[src/sv/pcs_pkg.sv]
// Shared types for the prime count sieve: controller commands and datapath status.
`timescale 1ns / 1ps
`default_nettype none
package pcs_pkg;

	localparam int CNT_W = 16;

	typedef struct packed {
		logic load;       // capture limit, reset counters
		logic fill;       // write one at ptr, advance ptr
		logic outer_rd;   // read store at i
		logic mark_init;  // k = 2i
		logic mark;       // write zero at k, k += i
		logic next_i;     // i += 1, square tracker follows
		logic cnt_init;   // ptr = 2
		logic cnt_rd;     // read store at ptr, advance ptr
	} pcs_cmd_t;

	typedef struct packed {
		logic limit_low;  // saturated input limit below two
		logic ptr_at_n;   // fill / count pointer at the limit
		logic outer_go;   // i within the outer bound
		logic bit_set;    // registered read data
		logic k_over;     // multiple past the limit
	} pcs_stat_t;

endpackage
`default_nettype wire

[src/sv/pcs_ctrl.sv]
// Controller state machine for the prime count sieve.
`timescale 1ns / 1ps
`default_nettype none
module pcs_ctrl (
	input  wire               clk,
	input  wire               arst_n,
	input  wire               in_valid,
	output logic              in_ready,
	output logic              out_valid,
	input  wire               out_ready,
	input  pcs_pkg::pcs_stat_t stat,
	output pcs_pkg::pcs_cmd_t  cmd
);
	import pcs_pkg::*;

	typedef enum logic [7:0] {
		S_IDLE  = 8'b0000_0001,
		S_FILL  = 8'b0000_0010,
		S_ORD   = 8'b0000_0100,
		S_OCHK  = 8'b0000_1000,
		S_MARK  = 8'b0001_0000,
		S_CNT   = 8'b0010_0000,
		S_CTAIL = 8'b0100_0000,
		S_DONE  = 8'b1000_0000
	} state_t;

	state_t state_q;
	state_t state_d;

	always_ff @(posedge clk or negedge arst_n) begin
		if (!arst_n) begin
			state_q <= S_IDLE;
		end else begin
			state_q <= state_d;
		end
	end

	always_comb begin
		state_d   = state_q;
		cmd       = '0;
		in_ready  = 1'b0;
		out_valid = 1'b0;
		case (state_q)
			S_IDLE: begin
				in_ready = 1'b1;
				if (in_valid) begin
					cmd.load = 1'b1;
					state_d  = stat.limit_low ? S_DONE : S_FILL;
				end
			end
			S_FILL: begin
				cmd.fill = 1'b1;
				if (stat.ptr_at_n) begin
					state_d = S_ORD;
				end
			end
			S_ORD: begin
				if (stat.outer_go) begin
					cmd.outer_rd = 1'b1;
					state_d      = S_OCHK;
				end else begin
					cmd.cnt_init = 1'b1;
					state_d      = S_CNT;
				end
			end
			S_OCHK: begin
				// read data of i is registered by now
				if (stat.bit_set) begin
					cmd.mark_init = 1'b1;
					state_d       = S_MARK;
				end else begin
					cmd.next_i = 1'b1;
					state_d    = S_ORD;
				end
			end
			S_MARK: begin
				if (stat.k_over) begin
					cmd.next_i = 1'b1;
					state_d    = S_ORD;
				end else begin
					cmd.mark = 1'b1;
				end
			end
			S_CNT: begin
				cmd.cnt_rd = 1'b1;
				if (stat.ptr_at_n) begin
					state_d = S_CTAIL;
				end
			end
			S_CTAIL: begin
				// last read lands in the count at this edge
				state_d = S_DONE;
			end
			S_DONE: begin
				out_valid = 1'b1;
				if (out_ready) begin
					state_d = S_IDLE;
				end
			end
			default: begin
				state_d = S_IDLE;
			end
		endcase
	end

endmodule
`default_nettype wire

[config.mk]
export PLATFORM = sky130hd
export DESIGN_NAME = pcs_ctrl
export DESIGN_NICKNAME = d
export VERILOG_FILES = /design/src/sv/pcs_pkg.sv /design/src/sv/pcs_ctrl.sv
export SDC_FILE = /design/constraint.sdc
export NUM_CORES = 1
export LEC_CHECK = 0
export CAP_MARGIN = 10
export CORE_AREA = 2 2 39 41
export DETAILED_ROUTE_END_ITERATION = 12
export DIE_AREA = 0 0 41 43
export DONT_BUFFER_PORTS = 1
export GPL_TIMING_DRIVEN = 0
export PLACE_DENSITY = 0.61
export SYNTH_ARGS = -nofsm -noshare
export SYNTH_HDL_FRONTEND = slang
export SYNTH_SLANG_ARGS = --single-unit
[constraint.sdc]
create_clock -name clk -period 1.7 [get_ports clk]
set_clock_uncertainty 0.2 [all_clocks]
set_input_delay 0.34 -clock clk [delete_from_list [all_inputs] [get_ports clk]]
set_output_delay 0.34 -clock clk [all_outputs]
set_load 0.005 [all_outputs]
Yosys cells after proc, flatten, opt, wreduce, memory -nomap -nowiden
Index checks and enable logic that the tools add are counted.

cells by class
  muxes and demuxes = 26
  equality and inequality tests = 13
  reductions and logical operators = 1

operators by type and width
  operator                                                               count
  8-bit case mux with 8 select lines                                     1
  8-bit two-way mux                                                      6
  1-bit two-way mux                                                      16
  2-bit inequality test, second input constant                           5
  8-bit by 1-bit equality test with 1-bit output, second input constant  1
  8-bit by 2-bit equality test with 1-bit output, second input constant  1
  8-bit by 3-bit equality test with 1-bit output, second input constant  1
  8-bit by 4-bit equality test with 1-bit output, second input constant  1
  8-bit by 5-bit equality test with 1-bit output, second input constant  1
  8-bit by 6-bit equality test with 1-bit output, second input constant  1
  8-bit by 7-bit equality test with 1-bit output, second input constant  1
  8-bit equality test, second input constant                             1
  6-bit two-way mux                                                      1
  5-bit two-way mux                                                      1
  5-bit AND reduction                                                    1
  1-bit case mux with 2 select lines                                     1

word-level totals
  word-level logic and storage cells = 41
  register bits = 8
  bits of input ports = 9
  output and inout port bits = 10

Depth between registers and ports, before layout
Gate-level depths: netlist of run 1.

  word-level depth = 3
  mapped depth = 6
  mapped depth without buffers = 5

Least setup slack after synthesis of run 1
Ideal clock, no wire load.

  path kind = reg-to-output
  from = reg state_q[0]
  to = out cmd[7] in the netlist's numbering
  arrival = 1.351 ns
  path slack = -0.191 ns
  required time = 1.160 ns
  buffers on the path = 0
  stages on the path, launching flop included = 4
  cell sequence = dfstp_2 > or4b_4 > nor2_2 > and2_4

RTL lines
  element                 RTL line        source
  from (decl)             pcs_ctrl.sv:27  state_t state_q;
  from (signal assigned)  pcs_ctrl.sv:34  state_q <= state_d;
  to (decl)               pcs_ctrl.sv:12  output pcs_pkg::pcs_cmd_t cmd

==> flow_summary.yaml, run 1 <==
global_route:
  antenna_found_initial: 0
  gr-usage-all-layers_pct: 24.3
  grt_pass1_wl_mm: 2.82
  grt_max_degree: 11
  grt_overflow: 0
  grt_pass1_vias: 695
layout:
  synthToLayoutAreaGrowth_pct: 65.7
  largest_reg_flops: 8
  reg_top3: "state_q x8"
  drive_gt1_share_pct: 53.5
  fin_nets: 109
  stdcell_area_um2: 978
  n_antenna_cell: 0
  fill_cells: 113
  top_register: "state_q"
  finalNonFillerCells: 115
synthesis:
  synth_most_common_cell: "nor2_1"
  synth.top_cell.area_share_pct: 29.7
  async_flop_share_pct: 100
  ys_seq_elements: 8
  synth.distinct_cells: 28
  synthTopCellsByCount: "13 x nor2_1, 7 x dfrtp_1, 6 x inv_1, 5 x nor3_1, 4 x o22ai_1"
  yosys_warnings: 0
  postSynthCellCount: 69
  synth_nets: 78
  synth_top_area_cell: "dfrtp_1"
  synth_edf_count: 0
  synth-main-ff-cell: "dfrtp_1"
  syn_area_um2: 591
  syn_avg_cell_area_um2: 8.56
  ys_top_cells_by_area: "dfrtp_1 30%, nor2_1 8.3%, dfstp_2 4.4%, nand4b_1 4.4%, nor3_1 4.2%"
  yosysSeqAreaShare_pct: 34.1
detailed_routing:
  drt_pass1_iterations: 4
  antenna_left: 0
  dr.first_iter.drc_count: 5
  drcViolationCount: 0
  postRouteWirelength_mm: 1.77
  vias: 662
  via_per_inst: 5.76
  wl_per_cell_um: 15.4
worst_setup_path:
  cp_slowest_stage_delay_ns: 0.55
  ff2ff_path_depth: 6
  cp.arrival_ns: 1.62
  critPathTopFamily: "simple AND/OR/NAND/NOR gates"
  end_kind: "primary output"
  required_ns: 1.16
  reg2reg_to: "state_q[0]"
  worstSetupPathType: "reg -> out"
  timing.rr.start: "state_q[0]"
  cp-start-kind: "flip-flop"
  path_cells: "or4b_4 -> nor2_4 -> and2_4"
  cp_num_buf_inv: 0
  cpMaxStageDelayCell: "dfstp_2"
  crit_fanout: 3
  rrSetupSlack_ns: -0.24
status:
  status: "complete, but fails checks"
  violations: "setup timing"
die:
  fp.dieH_um: 43
  num_rows: 14
  ios: 19
  core_area_mm2: 0.00138
  die_area_mm2: 0.00176
  start_util_pct: 42.7
  die_x_um: 41
placement:
  routabilityCongestion: 0.707
  portBuffers: 0
  place_hpwl_mm: 1.01
  dpl_cell_area_um2: 621
  placed_cells: 85
sta:
  timing.hold.ws_ns: 0.0271
  drv_slew: 0
  period_needed_ns: 2.16
  hold_viol_final: 0
  rsz0062_at_grt: "true"
  min_period_over_period_pct: 127
  finalSetupViolations: 16
  finalWorstSetupSlack_ns: -0.464
  tightest_slew_ns: 0.365
  fmax_mhz: 462
  slew_headroom_pct: 75.6
power:
  power_w: 0.00114
  p_int_w: 0.000671
  netSwitchingPower_w: 0.000470
  ir_drop_v: 0.000532
  swShare_pct: 41.2
  p_leak_nw: 0.432
  seq_power_share_pct: 23.2
  pwr-share-comb_pct: 61.1
  p_clk_share_pct: 15.7
  power_density_mw_per_mm2: 1170
worst_hold_path:
  hp-class: "in -> reg"
  hold_path_startpoint: "in_valid"
  min_to: "state_q[6]"
  whs_path_depth: 2
clocking:
  cts_root_buf: "clkbuf_4"
  cts_num_sinks: 8
  cts.clk_slew.worst_paths_ns: 0.07
  insertion_delay_ns: 0.28
  htree_num_levels: 1
  numCtsBuffers: 3
  tritoncts: "done"
  cts_max_path_buffers: 2
run:
  maxCapViolCount: 0
## per-layer routing
layer  global-route usage (%)  vias to the layer above  share of wire [%]
li1                         -                      313                  -
met1                     29.0                      322                 41
met2                     38.8                       24                 51
met3                     9.95                        3                6.3
met4                     6.00                        0                1.2
met5                        0                        -                  0
## worst max path at each step
stage,startpoint,endpoint,cells past startpoint
6_report,state_q[0],cmd[7],3
5_1_grt,state_q[0],cmd[5],5
4_1_cts,state_q[1],cmd[7],4
3_5_place_dp,state_q[1],cmd[2],4
3_3_place_gp,state_q[0],state_q[0],5
2_1_floorplan,state_q[0],cmd[7],3
## cell type report
cell class | instances | area [um^2] | area share [%]
timing repair buffer | 27 | 230 | 23.5
sequential | 8 | 204 | 20.8
clock buffer | 4 | 26.3 | 2.69
buffer | 2 | 22.5 | 2.30
tap | 16 | 20.0 | 2.05
inverter | 6 | 22.5 | 2.30
multi-input combinational | 52 | 453 | 46.3
## power by group through the flow
stage / clock [W] / combinational (W) / sequential [W]
final: 0.000179 / 0.000698 / 0.000265
after global routing: 0.000193 / 0.000742 / 0.000266
after CTS: 0.000165 / 0.000642 / 0.000263
after detailed placement: 0 / 0.000392 / 0.000280
after global placement: 0 / 0.000387 / 0.000277
after floorplan: 0 / 0.000332 / 0.000269
## stage by stage
stage | utilization, % | TNS (ns) | worst slack [ns]
after global placement | 44.8 | -1.86 | -0.241
after floorplan | - | -0.348 | -0.170
after global routing | 70.7 | -5.83 | -0.517
final | 70.7 | -4.64 | -0.464
after CTS | 66.9 | -4.58 | -0.477
after detailed placement | 44.8 | -2.13 | -0.230
## cell families after synthesis
kind of cell,Yosys count,share of synthesized area (%)
xor+xnor,2,2.97
compound gates,13,15.0
buf+inv,9,8.47
flops,8,34.1
simple gates,37,39.4
## worst register-to-register path: stages (launching register included)
cell      delay [ns]
dfstp_2         0.55
or4b_4          0.49
buf_6           0.15
o311ai_1        0.09
nand2_1         0.08
a311oi_1        0.24
nor2_1          0.07
## layout by cell type, fill, tap and decap left out, types with 2 or more instances in the layout
cell type,n
dlygate4sd3_1,5
dfrtp_1,5
a21oi_1,2
nor3b_1,2
nor3_2,3
nor2_2,6
nor2_1,6
xnor2_1,2
buf_4,18
nand2_1,2
nand3b_1,3
inv_1,6
nand4b_1,3
buf_6,6
o22ai_2,3
dfrtp_2,2
nor3_4,2
clkbuf_4,3
nor2_4,2
## repair_timing
item | 4_1_cts | 5_1_grt
buffers inserted | 19 | 3
pin swaps | 18 | 7
setup endpoints to repair | 15 | 18
gates resized for setup | 17 | 13
hold buffers | 5 | 0
gates cloned | 0 | 0
endpoints found under the hold margin | 12 | 0
No activity file was read; power rests on OpenSTA's default activity.
==> run 2: changes to the inputs <==
- PLACE_DENSITY: 0.61 -> default
- clock period: 1.7 -> 2.8 ns (I/O delays scaled with it)
==> run 2 against run 1 <==
Net effect:
- non-clock buffer count fell by 25
- setup slack gained 0.79 ns
- die area unchanged
- power down 57%
- combinational power decreased by 67%
- first-iteration DRC count up 40%
- clock-buffer cell count stayed put
- the run now ends clean
- worst hold slack gained 0.16 ns
- cell count fell by 22%
==> flow_summary.yaml, run 2 (synthesis gave the netlist of run 1 again) <==
layout:
  reg_top3: "state_q x8"
  fill_cells: 132
  final_common_cell: "nor2_1"
  synthToLayoutAreaGrowth_pct: 9.53
  fin_nets: 84
  largest_reg_flops: 8
  drive_gt1_share_pct: 16.2
  n_antenna_cell: 0
  layout_common_cells: "13 x nor2_1, 7 x dfrtp_1, 6 x inv_1"
  multiInputGateArea_um2: 339
  finalNonFillerCells: 90
  fin_util_pct: 46.7
  register_area_um2: 201
  top_register: "state_q"
die:
  die_area_mm2: 0.00176
  start_util_pct: 42.7
  fp.dieH_um: 43
  ios: 19
  core_area_mm2: 0.00138
  die_x_um: 41
  num_rows: 14
sta:
  min_period_over_period_pct: 88.2
  period_needed_ns: 2.47
  slew_headroom_pct: 74.4
  rsz0062_at_grt: "false"
  drv_slew: 0
  finalSetupViolations: 0
  tightest_slew_ns: 0.382
  tns_ns: 0
  fmax_mhz: 405
  timing.hold.ws_ns: 0.188
  hold_viol_final: 0
worst_setup_path:
  cp_slowest_stage_delay_ns: 0.59
  cpMaxStageDelayCell: "dfstp_2"
  end_kind: "primary output"
  crit_fanout: 6
  required_ns: 2.04
  path_cells: "or4b_4 -> nor2_2 -> and2_4"
  cp-start-kind: "flip-flop"
  cp.arrival_ns: 1.71
  worstSetupPathType: "reg -> out"
clocking:
  insertion_delay_ns: 0.26
  cts_root_buf: "clkbuf_4"
  numCtsBuffers: 3
  cts.clk_slew.worst_paths_ns: 0.06
  cts_num_sinks: 8
  cts_max_path_buffers: 2
  cts-resized-gates: 0
  post-cts-setup-buffers: 0
  htree_num_levels: 1
  tritoncts: "done"
detailed_routing:
  antenna_left: 0
  drcViolationCount: 0
  wl_per_cell_um: 13.7
  vias: 517
  postRouteWirelength_mm: 1.23
  drt_pass1_iterations: 4
  via_per_inst: 5.74
  dr.first_iter.drc_count: 7
global_route:
  gr-usage-all-layers_pct: 17.6
  grt_pass1_vias: 433
  antenna_found_initial: 0
  grt_overflow: 0
  grt_pass1_wl_mm: 1.99
  grt_max_degree: 11
placement:
  placed_cells: 85
  routabilityCongestion: 0.766
  place_hpwl_um: 950
  portBuffers: 0
power:
  ir_drop_v: 0.000351
  power_density_mw_per_mm2: 763
  p_leak_nw: 0.287
status:
  status: "finished, final reports clean"
run:
  maxCapViolCount: 0
worst_hold_path:
  hp-class: "in -> reg"
==> run 2: changes by cell type in the layout (fill, tap and decap cells not counted), moves of 2 or more <==
cell           delta
nor3_2            -2
buf_6             -4
nor2_1            +7
nor3_4            -2
dfrtp_2           -2
o22ai_2           -3
nor2_2            -5
nor3_1            +4
dlygate4sd3_1     -4
o22ai_1           +3
buf_4            -18
dfrtp_1           +2
nor2_4            -2
==> run 2: cell type report <==
class	count	share of cell area [%]
Sequential cell	8	31.1
Timing Repair Buffer	1	1.55
Multi-Input combinational cell	52	52.4
Inverter	6	3.48
Tap cell	16	3.09
Clock buffer	4	4.06
Buffer	3	4.26
==> run 2: worst max-delay path, delay by kind of cell (launching register included) <==
kind	cells	cell delay, ns
simple gates	3	0.86
flops	1	0.59
==> run 2: layer usage <==
metal / wire length, um / GRT usage [%] / share of wire, % / vias up
li1: - / - / - / 263
met1: 594 / 24.8 / 48 / 226
met2: 529 / 22.5 / 43 / 26
met3: 97 / 7.85 / 7.9 / 2
met4: 9 / 8.00 / 0.73 / 0
met5: 0 / 0 / 0 / -
==> run 2: path summary, 6_finish.rpt <==
check / from / endpoint / slack, ns / cells after the start
worst max-delay path: state_q[0] / cmd[7] / 0.33 / 3
worst min-delay path: stat[2] / state_q[5] / 0.19 / 1
worst max register to register: state_q[0] / state_q[0] / 0.92 / 5
worst min register to register: state_q[7] / state_q[0] / 0.39 / 2
max in group asynchronous: arst_n / state_q[0] / 1.64 / 1
min in group asynchronous: arst_n / state_q[7] / 0.45 / 1
==> run 2: what timing repair did <==
item                                   4_1_cts  5_1_grt
setup endpoints to repair                    0        0
hold buffers                                 1        0
endpoints found under the hold margin        8        0
==> run 2: through the flow <==
stage	total power [W]	worst slack [ns]	instance area, um^2
2_1_floorplan	0.000352	0.689	591
4_1_cts	0.000498	0.323	647
3_3_place_gp	0.000390	0.625	611
5_1_grt	0.000543	0.201	647
6_report	0.000493	0.331	647
3_5_place_dp	0.000391	0.620	611
==> run 2: where the power goes <==
part,internal [W],switching [W]
Sequential,0.000142,0.0000252
Clock,0.0000549,0.0000442
Combinational,0.0000990,0.000128
==> run 3: changes to the inputs <==
- CTS_BUF_LIST: default -> sky130_fd_sc_hd__clkbuf_8
==> run 3 against run 2 <==
Net effect:
- sequential power is essentially flat
- highest routed layer is now met3
- critical path type unchanged
- non-clock buffer count is the same
- combinational power is essentially flat
- sequential share of layout area shrank 0.88 points
- power grew 9.6%
==> flow_summary.yaml, run 3 (synthesis gave the netlist of run 1 again) <==
clocking:
  numCtsBuffers: 3
  cts-resized-gates: 0
  htree_num_levels: 1
  cts_root_buf: "clkbuf_8"
  tritoncts: "done"
  cts_num_sinks: 8
  cts_max_path_buffers: 2
  cts.clk_slew.worst_paths_ns: 0.05
  insertion_delay_ns: 0.23
global_route:
  grt_max_degree: 11
  grt_pass1_wl_mm: 1.97
  grt_pass1_vias: 430
  gr-usage-all-layers_pct: 17.6
  antenna_found_initial: 0
  grt_overflow: 0
layout:
  largest_reg_flops: 8
  layout_common_cells: "13 x nor2_1, 7 x inv_1, 7 x dfrtp_1"
  fin_nets: 84
  top_register: "state_q"
  synthToLayoutAreaGrowth_pct: 12.7
  n_antenna_cell: 0
  final_common_cell: "nor2_1"
  reg_top3: "state_q x8"
  drive_gt1_share_pct: 16.2
  finalNonFillerCells: 90
  fin_util_pct: 48.1
power:
  p_clk_share_pct: 27.0
  power_w: 0.000541
  pwr-share-comb_pct: 42.0
  ir_drop_v: 0.000327
  p_leak_nw: 0.299
  power_density_mw_per_mm2: 812
  seq_power_share_pct: 31.0
  netSwitchingPower_w: 0.000204
  swShare_pct: 37.7
  p_int_w: 0.000337
sta:
  drv_slew: 0
  hold_viol_final: 0
  rsz0062_at_grt: "false"
  finalSetupViolations: 0
  slew_headroom_pct: 74.2
  tns_ns: 0
  tightest_slew_ns: 0.385
  min_period_over_period_pct: 86.9
  period_needed_ns: 2.43
  fmax_mhz: 411
detailed_routing:
  wl_met2_um: 532
  topRoutingLayerUsed: "met3"
  drt_pass1_iterations: 3
  wl_per_cell_um: 13.7
  drt-met1-wl_um: 594
  antenna_left: 0
  drcViolationCount: 0
  wl_met3_um: 103
  dr.first_iter.drc_count: 7
  via_per_inst: 5.70
  vias: 513
  postRouteWirelength_mm: 1.23
worst_setup_path:
  end_kind: "primary output"
  cp-start-kind: "flip-flop"
  crit_fanout: 6
  cp.arrival_ns: 1.67
  ff2ff_path_depth: 5
  required_ns: 2.04
  reg2reg_to: "state_q[0]"
  worstSetupPathType: "reg -> out"
  rrSetupSlack_ns: 0.92
  timing.rr.start: "state_q[0]"
die:
  ios: 19
  num_rows: 14
  core_area_mm2: 0.00138
  die_x_um: 41
  fp.dieH_um: 43
  die_area_mm2: 0.00176
  start_util_pct: 42.7
worst_hold_path:
  whs_path_depth: 1
  hold_path_startpoint: "stat[2]"
  hp-class: "in -> reg"
  min_to: "state_q[5]"
placement:
  place_hpwl_um: 950
  portBuffers: 0
  routabilityCongestion: 0.766
  placed_cells: 85
run:
  maxCapViolCount: 0
status:
  status: "finished, final reports clean"
-- run 3: cell types whose count changed in the layout (fill, tap and decap cells not counted), sizes merged --
cell / change
inv: +1
clkbuf: -1
-- run 3: through the flow --
step	cell area, um^2	hold slack [ns]	setup slack, ns
6_report	666	0.216	0.366
5_1_grt	666	0.197	0.245
4_1_cts	666	0.210	0.362
3_5_place_dp	611	0.0646	0.620
3_3_place_gp	611	0.0646	0.625
2_1_floorplan	591	0.0644	0.689
-- run 3: layout make-up --
| class | instances | area, um^2 |
|---|---|---|
| Inverter | 6 | 22.5 |
| Tap cell | 16 | 20.0 |
| Timing Repair Buffer | 1 | 10.0 |
| Fill cell | 130 | 718 |
| Buffer | 3 | 27.5 |
| Clock buffer | 3 | 41.3 |
| Multi-Input combinational cell | 52 | 339 |
| Clock inverter | 1 | 3.75 |
| Sequential cell | 8 | 201 |
-- run 3: worst max-delay path: stages (launching register included) --
cell and delay [ns]:
dfstp_2 0.58, or4b_4 0.50, nor2_2 0.18, and2_4 0.18
-- run 3: power groups by stage --
stage | Clock, W | Combinational [W] | Sequential, W
floorplan | 0 | 0.000188 | 0.000163
global placement | 0 | 0.000220 | 0.000170
detailed placement | 0 | 0.000222 | 0.000169
CTS | 0.000150 | 0.000227 | 0.000168
global route | 0.000162 | 0.000254 | 0.000173
finish | 0.000146 | 0.000227 | 0.000168
-- run 3: worst max-delay path by stage --
stage	startpoint	slack [ns]	to	cells past startpoint
6_report	state_q[0]	0.37	cmd[7]	3
5_1_grt	state_q[2]	0.24	cmd[2]	5
4_1_cts	state_q[0]	0.36	cmd[7]	3
3_5_place_dp	state_q[0]	0.62	cmd[7]	3
3_3_place_gp	state_q[0]	0.62	cmd[7]	3
2_1_floorplan	state_q[0]	0.69	cmd[7]	3
-- run 3: routing by layer --
| layer | vias to the layer above | track usage, % |
|---|---|---|
| met1 | 224 | 24.8 |
| met3 | 0 | 9.42 |
| met2 | 26 | 22.5 |
| met4 | 0 | 6.00 |
| li1 | 263 | - |
| met5 | - | 0 |
-- run 3: repair_timing --
item                                   in CTS  in global routing
hold buffers                                1                  0
buffers inserted                            0                  0
endpoints found under the hold margin       8                  0
